[src/rtl/core/tcsd_pkg.sv]
`default_nettype none

package tcsd_pkg;

  localparam int unsigned MAX_COLUMNS_DEF = 16;
  localparam int unsigned CFG_DATA_W      = 32;
  localparam int unsigned CFG_INDEX_W     = 1;
  localparam int unsigned COUNT_W         = 5;
  localparam int unsigned ROWS_W          = 31;

  localparam logic [19:0] TS_SCALE  = 20'd1000000;
  localparam logic [31:0] DATE_BIAS = 32'h8000_0000;

  typedef enum logic [1:0] {
    PH_IDLE,
    PH_ROWS,
    PH_LEN,
    PH_PAYLOAD
  } phase_e;

  typedef enum logic [1:0] {
    CT_INT32,
    CT_DATE,
    CT_TIMESTAMP,
    CT_DOUBLE
  } col_type_e;

  typedef enum logic [1:0] {
    ST_OK,
    ST_BAD_LENGTH,
    ST_NEG_LENGTH,
    ST_EMPTY
  } status_e;

  typedef enum logic [CFG_INDEX_W-1:0] {
    CFG_COLUMN_COUNT,
    CFG_COLUMN_TYPES
  } cfg_reg_e;

  typedef struct packed {
    logic [7:0] data_byte;
    logic       msg_start;
  } cell_in_t;

  typedef struct packed {
    logic [3:0]         column_index;
    logic               is_null;
    logic signed [63:0] cell_value;
    status_e            status;
    logic               last_of_message;
  } cell_out_t;

endpackage

`default_nettype wire

[src/rtl/core/typed_cell_stream_decoder.sv]
// A result is registered in stage 1 and then in the output stage after the byte that completes it is taken.
// Throughput: one byte per cycle; the parser takes a byte whenever its result stage is free.
// Timestamps pass a split 32x20 constant multiply, then a 64-bit add in the output stage.
// Reset: parser idle until msg_start, pipeline empty, column_count 1, column_types 0.
`default_nettype none

module typed_cell_stream_decoder #(
  parameter int unsigned MAX_COLUMNS = tcsd_pkg::MAX_COLUMNS_DEF
) (
  input  wire                                   clk_i,
  input  wire                                   rst_ni,
  input  wire                                   in_valid_i,
  output logic                                  in_stall_o,
  input  tcsd_pkg::cell_in_t                    in_data_i,
  output logic                                  out_valid_o,
  input  wire                                   out_stall_i,
  output tcsd_pkg::cell_out_t                   out_data_o,
  input  wire                                   cfg_we_i,
  input  wire  [tcsd_pkg::CFG_INDEX_W-1:0]      cfg_index_i,
  input  wire  [tcsd_pkg::CFG_DATA_W-1:0]       cfg_data_i
);
  import tcsd_pkg::*;

  localparam int unsigned CW = (MAX_COLUMNS > 1) ? $clog2(MAX_COLUMNS) : 1;

  logic [COUNT_W-1:0] column_count_q;
  logic [31:0]        column_types_q;

  phase_e             phase_q, phase_d;
  logic [2:0]         cnt_q, cnt_d;
  logic [63:0]        asm_q, asm_d;
  logic [ROWS_W-1:0]  rows_q, rows_d;
  logic [CW-1:0]      col_q, col_d;
  logic               long_q, long_d;

  phase_e             ph;
  logic [2:0]         cnt;
  logic [63:0]        asm_v;
  logic [ROWS_W-1:0]  rows;
  logic [CW-1:0]      col;
  logic               long_v;
  logic [63:0]        asm_n;
  logic [2:0]         cnt_n;
  logic [31:0]        word;

  logic [5:0]         eff_cols;
  logic [5:0]         col_inc;
  logic               col_wrap;
  logic [ROWS_W-1:0]  rows_dec;
  logic               adv_last;
  logic [4:0]         col5;
  col_type_e          ctype;
  logic [31:0]        date_v;

  logic               emit;
  cell_out_t          res;
  logic               res_mul;
  logic [51:0]        plo;
  logic [31:0]        phi;

  logic               s1_valid_q;
  cell_out_t          s1_res_q;
  logic               s1_mul_q;
  logic [51:0]        s1_plo_q;
  logic [31:0]        s1_phi_q;
  logic               out_valid_q;
  cell_out_t          out_q;
  cell_out_t          out_d;

  logic               s1_load;
  logic               s2_load;
  logic               accept;

  assign s2_load    = !out_valid_q || !out_stall_i;
  assign s1_load    = !s1_valid_q || s2_load;
  assign in_stall_o = !s1_load;
  assign accept     = in_valid_i && s1_load;

  always_ff @(posedge clk_i or negedge rst_ni) begin
    if (!rst_ni) begin
      column_count_q <= COUNT_W'(1);
      column_types_q <= '0;
    end else if (cfg_we_i) begin
      unique case (cfg_reg_e'(cfg_index_i))
        CFG_COLUMN_COUNT: column_count_q <= cfg_data_i[COUNT_W-1:0];
        CFG_COLUMN_TYPES: column_types_q <= cfg_data_i[31:0];
        default: ;
      endcase
    end
  end

  always_comb begin
    if (column_count_q == '0) begin
      eff_cols = 6'd1;
    end else if (6'(column_count_q) > 6'(MAX_COLUMNS)) begin
      eff_cols = 6'(MAX_COLUMNS);
    end else begin
      eff_cols = 6'(column_count_q);
    end
  end

  always_comb begin
    ph     = phase_q;
    cnt    = cnt_q;
    asm_v  = asm_q;
    rows   = rows_q;
    col    = col_q;
    long_v = long_q;
    if (in_data_i.msg_start) begin
      ph     = PH_ROWS;
      cnt    = '0;
      asm_v  = '0;
      rows   = '0;
      col    = '0;
      long_v = 1'b0;
    end
    asm_n = {asm_v[55:0], in_data_i.data_byte};
    cnt_n = cnt + 3'd1;
    word  = asm_n[31:0];

    col_inc  = 6'(col) + 6'd1;
    col_wrap = (col_inc >= eff_cols);
    rows_dec = rows - ROWS_W'(1);
    adv_last = col_wrap && (rows_dec == '0);
    col5     = 5'(col);
    ctype    = col5[4] ? CT_INT32 : col_type_e'(2'(column_types_q >> {col5[3:0], 1'b0}));
    date_v   = asm_n[31:0] - DATE_BIAS;
    plo      = asm_n[31:0] * TS_SCALE;
    phi      = asm_n[63:32] * TS_SCALE;

    phase_d = ph;
    cnt_d   = cnt_n;
    asm_d   = asm_n;
    rows_d  = rows;
    col_d   = col;
    long_d  = long_v;

    emit                = 1'b0;
    res_mul             = 1'b0;
    res.column_index    = 4'(col);
    res.is_null         = 1'b0;
    res.cell_value      = '0;
    res.status          = ST_OK;
    res.last_of_message = 1'b0;

    unique case (ph)
      PH_IDLE: begin
        cnt_d = cnt;
        asm_d = asm_v;
      end
      PH_ROWS: begin
        if (cnt_n == 3'd4) begin
          cnt_d = '0;
          asm_d = '0;
          if (word == '0 || word[31]) begin
            phase_d             = PH_IDLE;
            emit                = 1'b1;
            res.column_index    = '0;
            res.status          = ST_EMPTY;
            res.last_of_message = 1'b1;
          end else begin
            rows_d  = word[ROWS_W-1:0];
            col_d   = '0;
            phase_d = PH_LEN;
          end
        end
      end
      PH_LEN: begin
        if (cnt_n == 3'd4) begin
          emit = 1'b1;
          if (word == '0) begin
            res.is_null         = 1'b1;
            res.last_of_message = adv_last;
            col_d   = col_wrap ? '0 : col_inc[CW-1:0];
            rows_d  = col_wrap ? rows_dec : rows;
            cnt_d   = '0;
            asm_d   = '0;
            phase_d = adv_last ? PH_IDLE : PH_LEN;
          end else if (word[31]) begin
            res.status          = ST_NEG_LENGTH;
            res.last_of_message = 1'b1;
            phase_d             = PH_IDLE;
          end else if (word != ((ctype == CT_TIMESTAMP || ctype == CT_DOUBLE) ? 32'd8
                                                                              : 32'd4)) begin
            res.status          = ST_BAD_LENGTH;
            res.last_of_message = 1'b1;
            phase_d             = PH_IDLE;
          end else begin
            emit    = 1'b0;
            long_d  = (ctype == CT_TIMESTAMP || ctype == CT_DOUBLE);
            cnt_d   = '0;
            asm_d   = '0;
            phase_d = PH_PAYLOAD;
          end
        end
      end
      PH_PAYLOAD: begin
        if (long_v ? (cnt_n == 3'd0) : (cnt_n == 3'd4)) begin
          emit                = 1'b1;
          res.last_of_message = adv_last;
          unique case (ctype)
            CT_INT32:     res.cell_value = {{32{asm_n[31]}}, asm_n[31:0]};
            CT_DATE:      res.cell_value = {{32{date_v[31]}}, date_v};
            CT_TIMESTAMP: res_mul = 1'b1;
            CT_DOUBLE:    res.cell_value = asm_n;
            default:      res.cell_value = asm_n;
          endcase
          col_d   = col_wrap ? '0 : col_inc[CW-1:0];
          rows_d  = col_wrap ? rows_dec : rows;
          cnt_d   = '0;
          asm_d   = '0;
          phase_d = adv_last ? PH_IDLE : PH_LEN;
        end
      end
      default: phase_d = PH_IDLE;
    endcase
  end

  always_ff @(posedge clk_i or negedge rst_ni) begin
    if (!rst_ni) begin
      phase_q <= PH_IDLE;
      cnt_q   <= '0;
      asm_q   <= '0;
      rows_q  <= '0;
      col_q   <= '0;
      long_q  <= 1'b0;
    end else if (accept) begin
      phase_q <= phase_d;
      cnt_q   <= cnt_d;
      asm_q   <= asm_d;
      rows_q  <= rows_d;
      col_q   <= col_d;
      long_q  <= long_d;
    end
  end

  always_ff @(posedge clk_i or negedge rst_ni) begin
    if (!rst_ni) begin
      s1_valid_q  <= 1'b0;
      out_valid_q <= 1'b0;
    end else begin
      if (s1_load) begin
        s1_valid_q <= accept && emit;
      end
      if (s2_load) begin
        out_valid_q <= s1_valid_q;
      end
    end
  end

  always_comb begin
    out_d = s1_res_q;
    if (s1_mul_q) begin
      out_d.cell_value = {s1_phi_q, 32'b0} + {12'b0, s1_plo_q};
    end
  end

  always_ff @(posedge clk_i) begin
    if (s1_load) begin
      s1_res_q <= res;
      s1_mul_q <= res_mul;
      s1_plo_q <= plo;
      s1_phi_q <= phi;
    end
    if (s2_load) begin
      out_q <= out_d;
    end
  end

  assign out_valid_o = out_valid_q;
  assign out_data_o  = out_q;

endmodule

`default_nettype wire

[config.mk]
export PLATFORM = sky130hd
export DESIGN_NAME = typed_cell_stream_decoder
export DESIGN_NICKNAME = d
export VERILOG_FILES = /design/src/rtl/core/tcsd_pkg.sv /design/src/rtl/core/typed_cell_stream_decoder.sv
export SDC_FILE = /design/constraint.sdc
export NUM_CORES = 1
export LEC_CHECK = 0
export BUFFER_PORTS_ARGS = -buffer_cell sky130_fd_sc_hd__clkbuf_2
export CAP_MARGIN = 40
export CORE_ASPECT_RATIO = 1.25
export CORE_UTILIZATION = 50
export DETAILED_ROUTE_END_ITERATION = 10
export PLACE_DENSITY = 0.69
export SYNTH_ARGS = -nofsm -noshare
export SYNTH_HDL_FRONTEND = slang
export SYNTH_SLANG_ARGS = --single-unit
[constraint.sdc]
create_clock -name clk_i -period 6.3 [get_ports clk_i]
set_input_delay 0.315 -clock clk_i [delete_from_list [all_inputs] [get_ports clk_i]]
set_output_delay 0.315 -clock clk_i [all_outputs]
set_load 0.005 [all_outputs]
# After elaboration in Yosys (flattened, before gate mapping)
# Cells that the tools add are included.
[word_totals]
ff_bits = 353
inputBits = 47
output_inout_bits = 74
elab_cells = 140
[op_classes]
add_sub_neg = 5
mul = 2
n_lt_le_gt_ge = 2
eq_ne = 8
shift = 1
muxes = 77
bitwise = 1
reduce_logical = 21
[op_table]
columns = ["cell", "n"]
rows = [
  ["56-bit 2-to-1 mux", 7],
  ["56-bit one-hot mux with 4 select lines", 1],
  ["31-bit 2-to-1 mux", 7],
  ["64-bit one-hot mux with 3 select lines", 1],
  ["31-bit one-hot mux with 3 select lines", 1],
  ["64-bit by 52-bit adder with 64-bit output", 1],
  ["64-bit 2-to-1 mux", 1],
  ["32-bit by 14-bit multiplier with 46-bit output (second input constant)", 1],
  ["4-bit 2-to-1 mux", 11],
  ["3-bit 2-to-1 mux", 11],
  ["32-bit zero test", 1],
  ["32-bit by 14-bit multiplier with 26-bit output (second input constant)", 1],
  ["32-bit by 4-bit inequality test with 1-bit output", 1],
  ["32-bit by 5-bit right shift with 2-bit output", 1],
  ["32-bit subtractor (second input constant)", 1],
  ["31-bit zero test", 1],
  ["31-bit by 1-bit subtractor with 31-bit output (second input constant)", 1],
  ["2-bit 2-to-1 mux", 11],
  ["1-bit 2-to-1 mux", 18],
  ["3-bit one-hot mux with 4 select lines", 1],
  ["4-bit one-hot mux with 3 select lines", 1],
  ["5-bit 2-to-1 mux", 2],
  ["2-bit equality test (second input constant)", 4],
  ["2-bit AND reduction", 4],
  ["16 further kinds", 27],
]

# Longest topological paths before layout
# Gate-level depths: netlist of the first run.
[depth]
depth_word = 12
ltp_mapped = 28
depth_no_buf = 24

# Worst setup path after synthesis of the first run
# No wires, ideal clock.
[synth_path]
path_kind = "input to register"
startpoint = "input port in_data_i[0] (netlist bit)"
endpoint = "register s1_plo_q[50] (data pin)"
arrival_time_ns = 6.541
required_ns = 6.041
setup_slack_ns = -0.500
cell_stages = 23
path_buffers = 7
cell_sequence = "clkbuf_1 buf_1 clkbuf_1 buf_1 clkbuf_1 buf_1 nor2_1 fa_1 fa_1 fa_1 ha_1 inv_1 fa_1 inv_1 ha_1 clkbuf_1 nand3_1 or3_1 o31ai_1 a31oi_1 o311ai_0 o211ai_1 xnor2_1"
[synth_via]
elab_chain_len = 2
[synth_rtl]
columns = ["element", "line", "rtl"]
rows = [
  ["start: declaration", "typed_cell_stream_decoder.sv:14", "input tcsd_pkg::cell_in_t in_data_i,"],
  ["56-bit 2-to-1 mux", "typed_cell_stream_decoder.sv:109", "if (in_data_i.msg_start) begin"],
  ["32-bit by 14-bit multiplier with 46-bit output", "typed_cell_stream_decoder.sv:128", "plo = asm_n[31:0] * TS_SCALE;"],
  ["via plo[50]", "typed_cell_stream_decoder.sv:58", "logic [51:0] plo;"],
  ["end signal: assignment", "typed_cell_stream_decoder.sv:262", "s1_plo_q <= plo;"],
  ["end: declaration", "typed_cell_stream_decoder.sv:64", "logic [51:0] s1_plo_q;"],
]
# The timed path passes the listed nets, and every way through them passes these cells.
# A chain may end at the register's enable or synchronous reset.

# Worst setup path after layout of the first run
[layout_path]
startpoint = "register asm_q[0]"
endpoint = "register s1_plo_q[50] (data pin)"
[layout_via]
elab_chain_len = 2
[layout_rtl]
columns = ["element", "line", "rtl"]
rows = [
  ["start: declaration", "typed_cell_stream_decoder.sv:31", "logic [63:0] asm_q, asm_d;"],
  ["start signal: assignment", "typed_cell_stream_decoder.sv:230", "asm_q <= asm_d;"],
  ["56-bit 2-to-1 mux", "typed_cell_stream_decoder.sv:109", ""],
  ["32-bit by 14-bit multiplier with 46-bit output", "typed_cell_stream_decoder.sv:128", ""],
  ["via plo[50]", "typed_cell_stream_decoder.sv:58", ""],
]
# The timed path passes the listed nets, and every way through them passes these cells.

==> impl_metrics.json, run 1 <==
{
  "outcome": "finished clean",
  "synth_area_leaders": "edfxtp_1, fa_1, dfrtp_1",
  "yosys_warnings": 0,
  "routedWlPerCell_um": 19.64,
  "coreArea_mm2": 0.05373,
  "synthArstFlopShare": 0.3853,
  "stdcell_area_mm2": 0.03077,
  "grt_remaining_overflow": 0,
  "gp_congestion": 0.9113,
  "worstSkewPairLatency_ns": 0.58,
  "io_pins": 121,
  "start_kind": "flip-flop",
  "cp.required_ns": 6.59,
  "maxCapViolCount": 0,
  "rows": 95,
  "grt_setup_unrepaired": "yes",
  "min_period_over_period": 0.9481,
  "setup_viol": 0,
  "die_y_um": 262.8,
  "synth_top_area_cell": "edfxtp_1",
  "min_path_type": "primary input to flip-flop",
  "antenna_found_initial": 0,
  "grt_pass1_wl_um": 112000,
  "synth_top_area_share": 0.2394,
  "crit_chain": "nand2_1 > clkinv_1 > xnor2_1 > fa_1 > fa_1 > ha_1 > a21o_1 > ha_1 > inv_1 > fa_1 > inv_1 > ha_1 > nand3_1 > or3_1 > o31ai_2 > a31oi_1 > o311ai_0 > o211ai_1 > xnor2_1",
  "synth-main-ff-cell": "edfxtp_1",
  "crit_type": "flip-flop to flip-flop",
  "nets": 3297,
  "tightest_slew_ns": 0.9014,
  "vias": 19750,
  "synth_top_family_by_area": "adder cells",
  "area_growth_pct": 13.06,
  "synth-seq-cells": 353,
  "hold_viol": 0,
  "min_period_ns": 5.973,
  "finalWirelength_um": 69850,
  "netlist_area_mm2": 0.02721,
  "synth-simple-area-share": 0.1020,
  "synth_compound_area_frac": 0.1316,
  "cts_tree": "built",
  "fin_worst_skew_ns": 0.03919,
  "ys_top_cells_by_count": "inv_1, ha_1, nand2_1",
  "ant_nets": 0,
  "slowest_stage": "fa_1",
  "fillCellCount": 4623,
  "arrival_ns": 6.26,
  "holdWs_ns": 0.05451,
  "start_util": 0.5065,
  "portBuffers": 120,
  "netlist_instances": 2612,
  "peakVddDrop_mv": 0.2469,
  "cts_buffer_depth": 3,
  "synthAdderAreaFrac": 0.2583,
  "synth.most_common_cell": "inv_1",
  "syn_avg_cell_area_um2": 10.42,
  "drt_iter0_drc": 1157,
  "synth_xor_xnor_area_share": 0.03862,
  "drc": 0,
  "cts_root_buffer": "clkbuf_16",
  "syn-num-nets": 3108,
  "die_w_um": 210.7,
  "grt_use_total": 0.2596,
  "numCtsBuffers": 38,
  "r2r-start": "asm_q[0]",
  "p_leak_nw": 15.18,
  "viasPerCell": 5.553,
  "die_area_mm2": 0.05537,
  "utilization": 0.5727,
  "min-delay-start": "cfg_data_i[0]",
  "power_density_mw_per_mm2": 295.5,
  "max_clock_freq_ghz": 0.1674,
  "post_cts_buffers": 0,
  "critPathMaxStageDelay_ns": 0.58,
  "synthMuxAreaShare": 0.03954,
  "cts_sinks": 353,
  "crit_buf_inv": 3,
  "ys_seq_area_frac": 0.3645,
  "path_delay_family": "adder cells",
  "path_clk_slew_ns": 0.06,
  "critPathMaxFanout": 7,
  "grt_pass1_vias": 20800,
  "drv_slew": 0,
  "startpoint": "asm_q[0]",
  "htreeDepth": 2,
  "power_mw": 9.093,
  "synth_cell_types": 80,
  "grt_max_degree": 81,
  "n_antenna_cell": 0,
  "crit_path_end_kind": "flip-flop",
  "dpl_cell_area_mm2": 0.02913,
  "drive_gt1_frac": 0.1558,
  "relSlewSlack": 0.3990,
  "place_hpwl_um": 53710,
  "synth_edf_count": 217,
  "drt_pass1_iterations": 5
}
[final timing paths]
path | depth (start not counted) | end | slack (ns)
setup / recovery | 19 | s1_plo_q[50] | 0.33
min in group asynchronous | 2 | column_types_q[11] | 0.37
setup reg to reg | 19 | s1_plo_q[50] | 0.33
hold reg to reg | 0 | out_data_o[0] | 0.42
hold / removal | 2 | column_count_q[0] | 0.05
max in group asynchronous | 3 | asm_q[28] | 4.65
[repair_timing]
| item | CTS | global route |
|---|---|---|
| endpoints found under the setup margin | 0 | 2 |
| endpoints found under the hold margin | 110 | 0 |
| hold buffers | 31 | 0 |
| gates resized for setup | 0 | 3 |
[kinds of logic after synthesis]
kind of cell	after synthesis
flops	353
simple gates	601
fa+ha+maj	449
compound gates	533
xor+xnor	120
mux	95
buf+inv	461
[metrics by stage]
stage               worst slack (ns)  std cells   TNS, ns
floorplan                    0.01200       2612         0
global placement             0.01746       3453         0
detailed placement          -0.05750       3457  -0.05750
CTS                           0.2576       3557         0
global route                -0.01238       3557  -0.01238
finish                        0.3269       3557         0
[area by class of cell]
| cell class | count | area [um^2] | area share |
|---|---|---|---|
| tap | 727 | 909.6 | 0.02956 |
| multi-input combinational | 1798 | 15570 | 0.5059 |
| clock inverter | 23 | 260.3 | 0.008458 |
| clock buffer | 46 | 1055 | 0.03428 |
| inverter | 365 | 1370 | 0.04453 |
| timing repair buffer | 245 | 1688 | 0.05486 |
| sequential | 353 | 9921 | 0.3224 |
[sequential cells by signal, indices dropped and copies added (netlist names)]
signal and cells:
rows_q 31, col_q 4, phase_q 2, column_types_q 32, asm_q 56, s1_valid_q 1, cnt_q 3, out_data_o 72
s1_phi_q 26, out_valid_o 1, long_q 1, s1_plo_q 46, s1_mul_q 1, out_d 8, s1_res_q 64, column_count_q 5
[worst register-to-register path, stage by stage, from the launching register on]
cell and delay [ns]:
dfrtp_1 0.48, nand2_1 0.14, clkinv_1 0.21, xnor2_1 0.22, fa_1 0.58, fa_1 0.43, ha_1 0.32, a21o_1 0.17
ha_1 0.28, inv_1 0.05, fa_1 0.50, inv_1 0.04, ha_1 0.37, nand3_1 0.18, or3_1 0.46, o31ai_2 0.34
a31oi_1 0.19, o311ai_0 0.39, o211ai_1 0.19, xnor2_1 0.16
[layout by cell type (no fill, tap or decap), types with 41 or more instances in the layout]
cell	synthesis	final
clkbuf_16	0	41
nor2_1	158	157
buf_4	1	90
ha_1	261	261
a21oi_1	144	144
o21ai_0	91	91
o21ai_2	50	50
dfrtp_1	135	135
mux2_2	80	80
xnor2_1	90	89
inv_1	364	363
fa_1	188	188
edfxtp_1	217	217
a21o_1	46	46
clkbuf_2	0	119
nand2_1	227	224
[layer usage]
metal | share of wire | up-vias | global-route usage
met5 | 0 | - | 0
met4 | 0.042 | 0 | 0.1067
met3 | 0.041 | 148 | 0.03466
met2 | 0.52 | 462 | 0.4635
met1 | 0.40 | 9802 | 0.3127
li1 | - | 9341 | -
[report_power, final]
part	internal (mW)	switching, mW
logic	1.54	2.27
clock network	1.41	0.982
registers	2.76	0.136
total	5.71	3.39
No activity file was read; power rests on OpenSTA's default activity.
==> run 2: changes to the inputs <==
--- a/config.mk
+++ b/config.mk
@@ -5,9 +5,10 @@
 export SDC_FILE = /design/constraint.sdc
 export NUM_CORES = 1
 export LEC_CHECK = 0
+export ABC_CLOCK_PERIOD_IN_PS = 6300
 export BUFFER_PORTS_ARGS = -buffer_cell sky130_fd_sc_hd__clkbuf_2
 export CAP_MARGIN = 40
-export CORE_ASPECT_RATIO = 1.25
+export CORE_ASPECT_RATIO = 1.1
 export CORE_UTILIZATION = 50
 export DETAILED_ROUTE_END_ITERATION = 10
 export PLACE_DENSITY = 0.69
==> impl_metrics.json, run 2 (synthesized netlist as in run 1, its figures left out) <==
{
  "tns_ns": 0,
  "ant_nets": 0,
  "drv_slew": 0,
  "grt_max_degree": 73,
  "crit_chain": "nand2_1 > inv_1 > ha_1 > fa_1 > fa_1 > fa_1 > ha_1 > inv_1 > fa_1 > inv_1 > ha_1 > nand2_1 > nor2_1 > and3_1 > a221oi_1 > o31ai_2 > buf_4 > a31o_2 > nand2_1 > o21ai_0 > xor2_1",
  "place_hpwl_um": 54010,
  "mostFrequentLayoutCells": "inv_1, ha_1, nand2_1",
  "cts_root_buffer": "clkbuf_16",
  "p_leak_nw": 15.18,
  "utilization": 0.5745,
  "post_cts_buffers": 0,
  "portBuffers": 120,
  "grt_setup_unrepaired": "yes",
  "grt_pass1_wl_um": 113300,
  "io_pins": 121,
  "drt_iter0_drc": 1322,
  "comb_power_share": 0.413,
  "grt_use_total": 0.2638,
  "crit_path_end_kind": "flip-flop",
  "slowest_stage": "fa_1",
  "coreArea_mm2": 0.05367,
  "htreeDepth": 2,
  "die_w_um": 224.4,
  "relSlewSlack": 0.3981,
  "die_y_um": 246.7,
  "cts_tree": "built",
  "finalWirelength_um": 71390,
  "start_util": 0.5070,
  "peakVddDrop_mv": 0.2343,
  "arrival_ns": 6.33,
  "path_clk_slew_ns": 0.06,
  "cts_sinks": 353,
  "cp_common_cell": "fa_1",
  "critPathMaxStageDelay_ns": 0.57,
  "min-delay-start": "in_data_i[1]",
  "worstSkewPairLatency_ns": 0.58,
  "r2r-start": "asm_q[10]",
  "power.share.sequential": 0.321,
  "min_path_type": "primary input to flip-flop",
  "switchingPower_mw": 3.415,
  "hold_viol": 0,
  "routedWlPerCell_um": 20.04,
  "tightest_slew_ns": 0.9028,
  "critPathMaxFanout": 7,
  "largest_register_ffs": 72,
  "numCtsBuffers": 41,
  "drt_pass1_iterations": 5,
  "fin_worst_skew_ns": 0.02180,
  "maxCapViolCount": 0,
  "max_clock_freq_ghz": 0.1662,
  "cts_buffer_depth": 3,
  "grt_pass1_vias": 20570,
  "clkPwrFrac": 0.266,
  "antenna_found_initial": 1,
  "min_period_over_period": 0.9549,
  "gp_congestion": 0.9162,
  "min_period_ns": 6.016,
  "setup_viol": 0,
  "drive_gt1_frac": 0.1556,
  "drc": 0,
  "cp.required_ns": 6.62,
  "rows": 89,
  "outcome": "finished clean",
  "area_growth_pct": 13.30,
  "startpoint": "asm_q[10]",
  "die_area_mm2": 0.05537,
  "crit_type": "flip-flop to flip-flop",
  "viasPerCell": 5.644,
  "power_density_mw_per_mm2": 294.6,
  "grt_remaining_overflow": 0,
  "intPower_mw": 5.669,
  "ff_latch_area_mm2": 0.009923,
  "final_common_cell": "inv_1",
  "multiInputGateArea_mm2": 0.01557,
  "fillCellCount": 4626,
  "start_kind": "flip-flop",
  "vias": 20110,
  "nets": 3297,
  "sw_frac_of_total": 0.3759
}
## run 2: cell types whose count changed in the layout (fill, tap and decap cells not counted), sizes merged
cell and change:
clkinvlp +3, dlygate4sd3 +2, bufinv -1, clkinv +2
inv -1, diode +1, buf -5, clkbuf +4
## run 2: path summary, 6_finish.rpt
path	endpoint	slack (ns)	depth (start not counted)
worst max-delay path	s1_plo_q[48]	0.28	21
worst min-delay path	s1_plo_q[6]	0.08	1
worst max register to register	s1_plo_q[48]	0.28	21
worst min register to register	out_data_o[70]	0.42	0
max in group asynchronous	asm_q[1]	4.81	4
min in group asynchronous	asm_q[52]	0.28	2
## run 2: per-layer routing
layer	vias to the layer above	GRT usage	part of all wire
met5	-	0	0
met4	0	0.09564	0.034
met3	144	0.03208	0.045
met2	588	0.4558	0.50
met1	10030	0.3402	0.42
li1	9348	-	-
## run 2: cell type report
type                       count  area share
tap                          728     0.02954
antenna                        1  0.00008116
clock inverter                26    0.009211
timing repair buffer         242     0.05523
clock buffer                  50     0.03469
inverter                     365     0.04443
multi-input combinational   1798      0.5050
sequential                   353      0.3218
## run 2: repair_timing
item,CTS,global route
hold buffers,33,0
resized for setup,0,6
endpoints found under the setup margin,0,6
hold endpoints to repair,98,0
## run 2: stage by stage
stage | total power, mW | worst slack, ns | hold WS [ns] | area, um^2 | std cells
finish | 9.084 | 0.2844 | 0.08492 | 30830 | 3563
global route | 9.699 | -0.001579 | 0.07988 | 30830 | 3562
CTS | 9.128 | 0.1721 | 0.07149 | 30810 | 3562
detailed placement | 6.673 | -0.006410 | 0.3437 | 29120 | 3453
global placement | 6.603 | 0.07242 | 0.3300 | 29030 | 3449
floorplan | 5.654 | 0.01200 | 0.01941 | 27230 | 2612
## run 2: worst max-delay path: cells and delay by family, from the launching register on
kind	cells	cell delay, ns
buffers and inverters	4	0.51
AOI/OAI and AO/OA	4	0.83
adders and majority gates	7	2.90
DFF	1	0.47
and+or+nand+nor	5	0.89
xor gates and xnor gates	1	0.15
## run 2: power groups by stage
| stage | clock network (mW) | logic [mW] | registers, mW |
|---|---|---|---|
| after floorplan | 0 | 2.78 | 2.87 |
| after global placement | 0 | 3.65 | 2.95 |
| after detailed placement | 0 | 3.72 | 2.96 |
| after CTS | 2.46 | 3.75 | 2.91 |
| after global routing | 2.55 | 4.21 | 2.94 |
| final | 2.42 | 3.75 | 2.92 |
==> run 3: changes to the inputs <==
==> constraint.sdc (replaced) <==
create_clock -name clk_i -period 6.3 [get_ports clk_i]
set_input_delay 1.26 -clock clk_i [delete_from_list [all_inputs] [get_ports clk_i]]
set_output_delay 1.26 -clock clk_i [all_outputs]
set_load 0.005 [all_outputs]
==> impl_metrics.json, run 3 (synthesized netlist as in run 1, its figures left out) <==
{
  "start_kind": "primary input",
  "drive_gt1_frac": 0.2348,
  "drc": 0,
  "cts_tree": "built",
  "p_leak_nw": 16.11,
  "routedWlPerCell_um": 19.49,
  "portBuffers": 120,
  "crit_path_end_kind": "flip-flop",
  "power_density_mw_per_mm2": 308.2,
  "viasPerCell": 5.529,
  "cp.required_ns": 6.63,
  "cts_root_buffer": "clkbuf_16",
  "grt_pass1_wl_um": 114700,
  "nets": 3468,
  "setup_viol": 0,
  "numCtsBuffers": 40,
  "hold_viol": 0,
  "arrival_ns": 6.49,
  "power_mw": 9.961,
  "peakVddDrop_mv": 0.3777,
  "die_area_mm2": 0.05537,
  "htreeDepth": 2,
  "fillCellCount": 4487,
  "ant_nets": 0,
  "comb_power_share": 0.466,
  "gp_congestion": 0.9353,
  "rows": 89,
  "drt_iter0_drc": 1259,
  "mostFrequentLayoutCells": "inv_1, buf_4, ha_1",
  "start_util": 0.5070,
  "drv_slew": 0,
  "relSlewSlack": 0.4188,
  "crit_type": "primary input to flip-flop",
  "postCtsHoldBufs": 0,
  "grt_max_degree": 68,
  "worstSkewPairLatency_ns": 0.58,
  "clkPwrFrac": 0.241,
  "area_growth_pct": 18.77,
  "tightest_slew_ns": 0.8718,
  "intPower_mw": 6.281,
  "grt_pass1_vias": 21260,
  "die_y_um": 246.7,
  "max_clock_freq_ghz": 0.1625,
  "path_clk_slew_ns": 0.06,
  "tns_ns": 0,
  "utilization": 0.6022,
  "n_antenna_cell": 0,
  "grt_setup_unrepaired": "yes",
  "fin_worst_skew_ns": 0.01874,
  "drt_pass1_iterations": 5,
  "grt_remaining_overflow": 0,
  "finalWirelength_um": 72710,
  "io_pins": 121,
  "outcome": "finished clean",
  "power.share.sequential": 0.293,
  "largest_register_ffs": 72,
  "min_path_type": "flip-flop to flip-flop",
  "switchingPower_mw": 3.680,
  "sw_frac_of_total": 0.3694,
  "critPathMaxFanout": 3,
  "place_hpwl_um": 56790,
  "cts_sinks": 353,
  "min_period_ns": 6.155,
  "final_common_cell": "inv_1",
  "grt_use_total": 0.2662,
  "min_period_over_period": 0.9770,
  "maxCapViolCount": 0,
  "coreArea_mm2": 0.05367,
  "antenna_found_initial": 0,
  "vias": 20630,
  "cts_buffer_depth": 3,
  "die_w_um": 224.4
}
-- run 3: what timing repair did --
item                       in CTS  in global routing
gates resized for setup         0                 37
pin swaps                       1                 12
buffers inserted                0                  5
setup endpoints to repair       1                 15
-- run 3: path summary, 6_finish.rpt --
path / start / slack, ns / cells past startpoint / endpoint
setup / recovery: in_data_i[3] / 0.15 / 22 / s1_plo_q[50]
hold / removal: out_d[68] / 0.42 / 0 / out_data_o[68]
setup reg to reg: asm_q[4] / 0.48 / 18 / s1_plo_q[48]
hold reg to reg: out_d[68] / 0.42 / 0 / out_data_o[68]
max in group asynchronous: rst_ni / 4.44 / 2 / asm_q[41]
min in group asynchronous: rst_ni / 0.59 / 1 / column_types_q[7]
-- run 3: final cells by class --
class                      count  area, um^2  area share
clock inverter                22       249.0    0.007703
multi-input combinational   1798       15930      0.4927
clock buffer                  51        1074     0.03321
inverter                     365        1378     0.04262
timing repair buffer         414        2865     0.08864
sequential                   353        9921      0.3069
tap                          728       910.9     0.02818
-- run 3: power groups by stage --
stage          Combinational (mW)  Clock, mW  Sequential (mW)
5_1_grt                      5.15       2.52             2.93
3_5_place_dp                 4.47          0             2.95
3_3_place_gp                 4.37          0             2.95
6_report                     4.64       2.40             2.91
2_1_floorplan                2.92          0             2.88
4_1_cts                      4.48       2.45             2.91
-- run 3: through the flow --
step | std cells | setup WS [ns] | cell area (um^2) | hold slack [ns]
floorplan | 2612 | -0.3575 | 27590 | 0.4003
global placement | 3652 | -0.5068 | 30770 | 0.4091
global route | 3731 | -0.05104 | 32320 | 0.4297
finish | 3731 | 0.1450 | 32320 | 0.4203
detailed placement | 3653 | -0.6577 | 30780 | 0.4054
CTS | 3726 | 0.006833 | 32110 | 0.4210
-- run 3: metal layers --
metal  part of all wire  wire, um  track usage
met1               0.43     31020       0.3404
met4              0.040      2887       0.1080
met5                  0         0            0
met3              0.041      2997      0.03327
met2               0.49     35800       0.4575
-- run 3: critical path: stages --
cell and delay (ns):
clkbuf_2 0.13, buf_4 0.16, fa_1 0.47, fa_1 0.53
fa_1 0.41, ha_1 0.32, xor2_1 0.17, ha_1 0.27
inv_1 0.05, fa_1 0.51, inv_1 0.04, ha_1 0.29
and3_1 0.19, and3_1 0.16, a21oi_1 0.08, nor4b_2 0.18
buf_4 0.14, o31ai_4 0.41, a31oi_2 0.18, o311ai_2 0.25
o211ai_1 0.15, xnor2_1 0.14
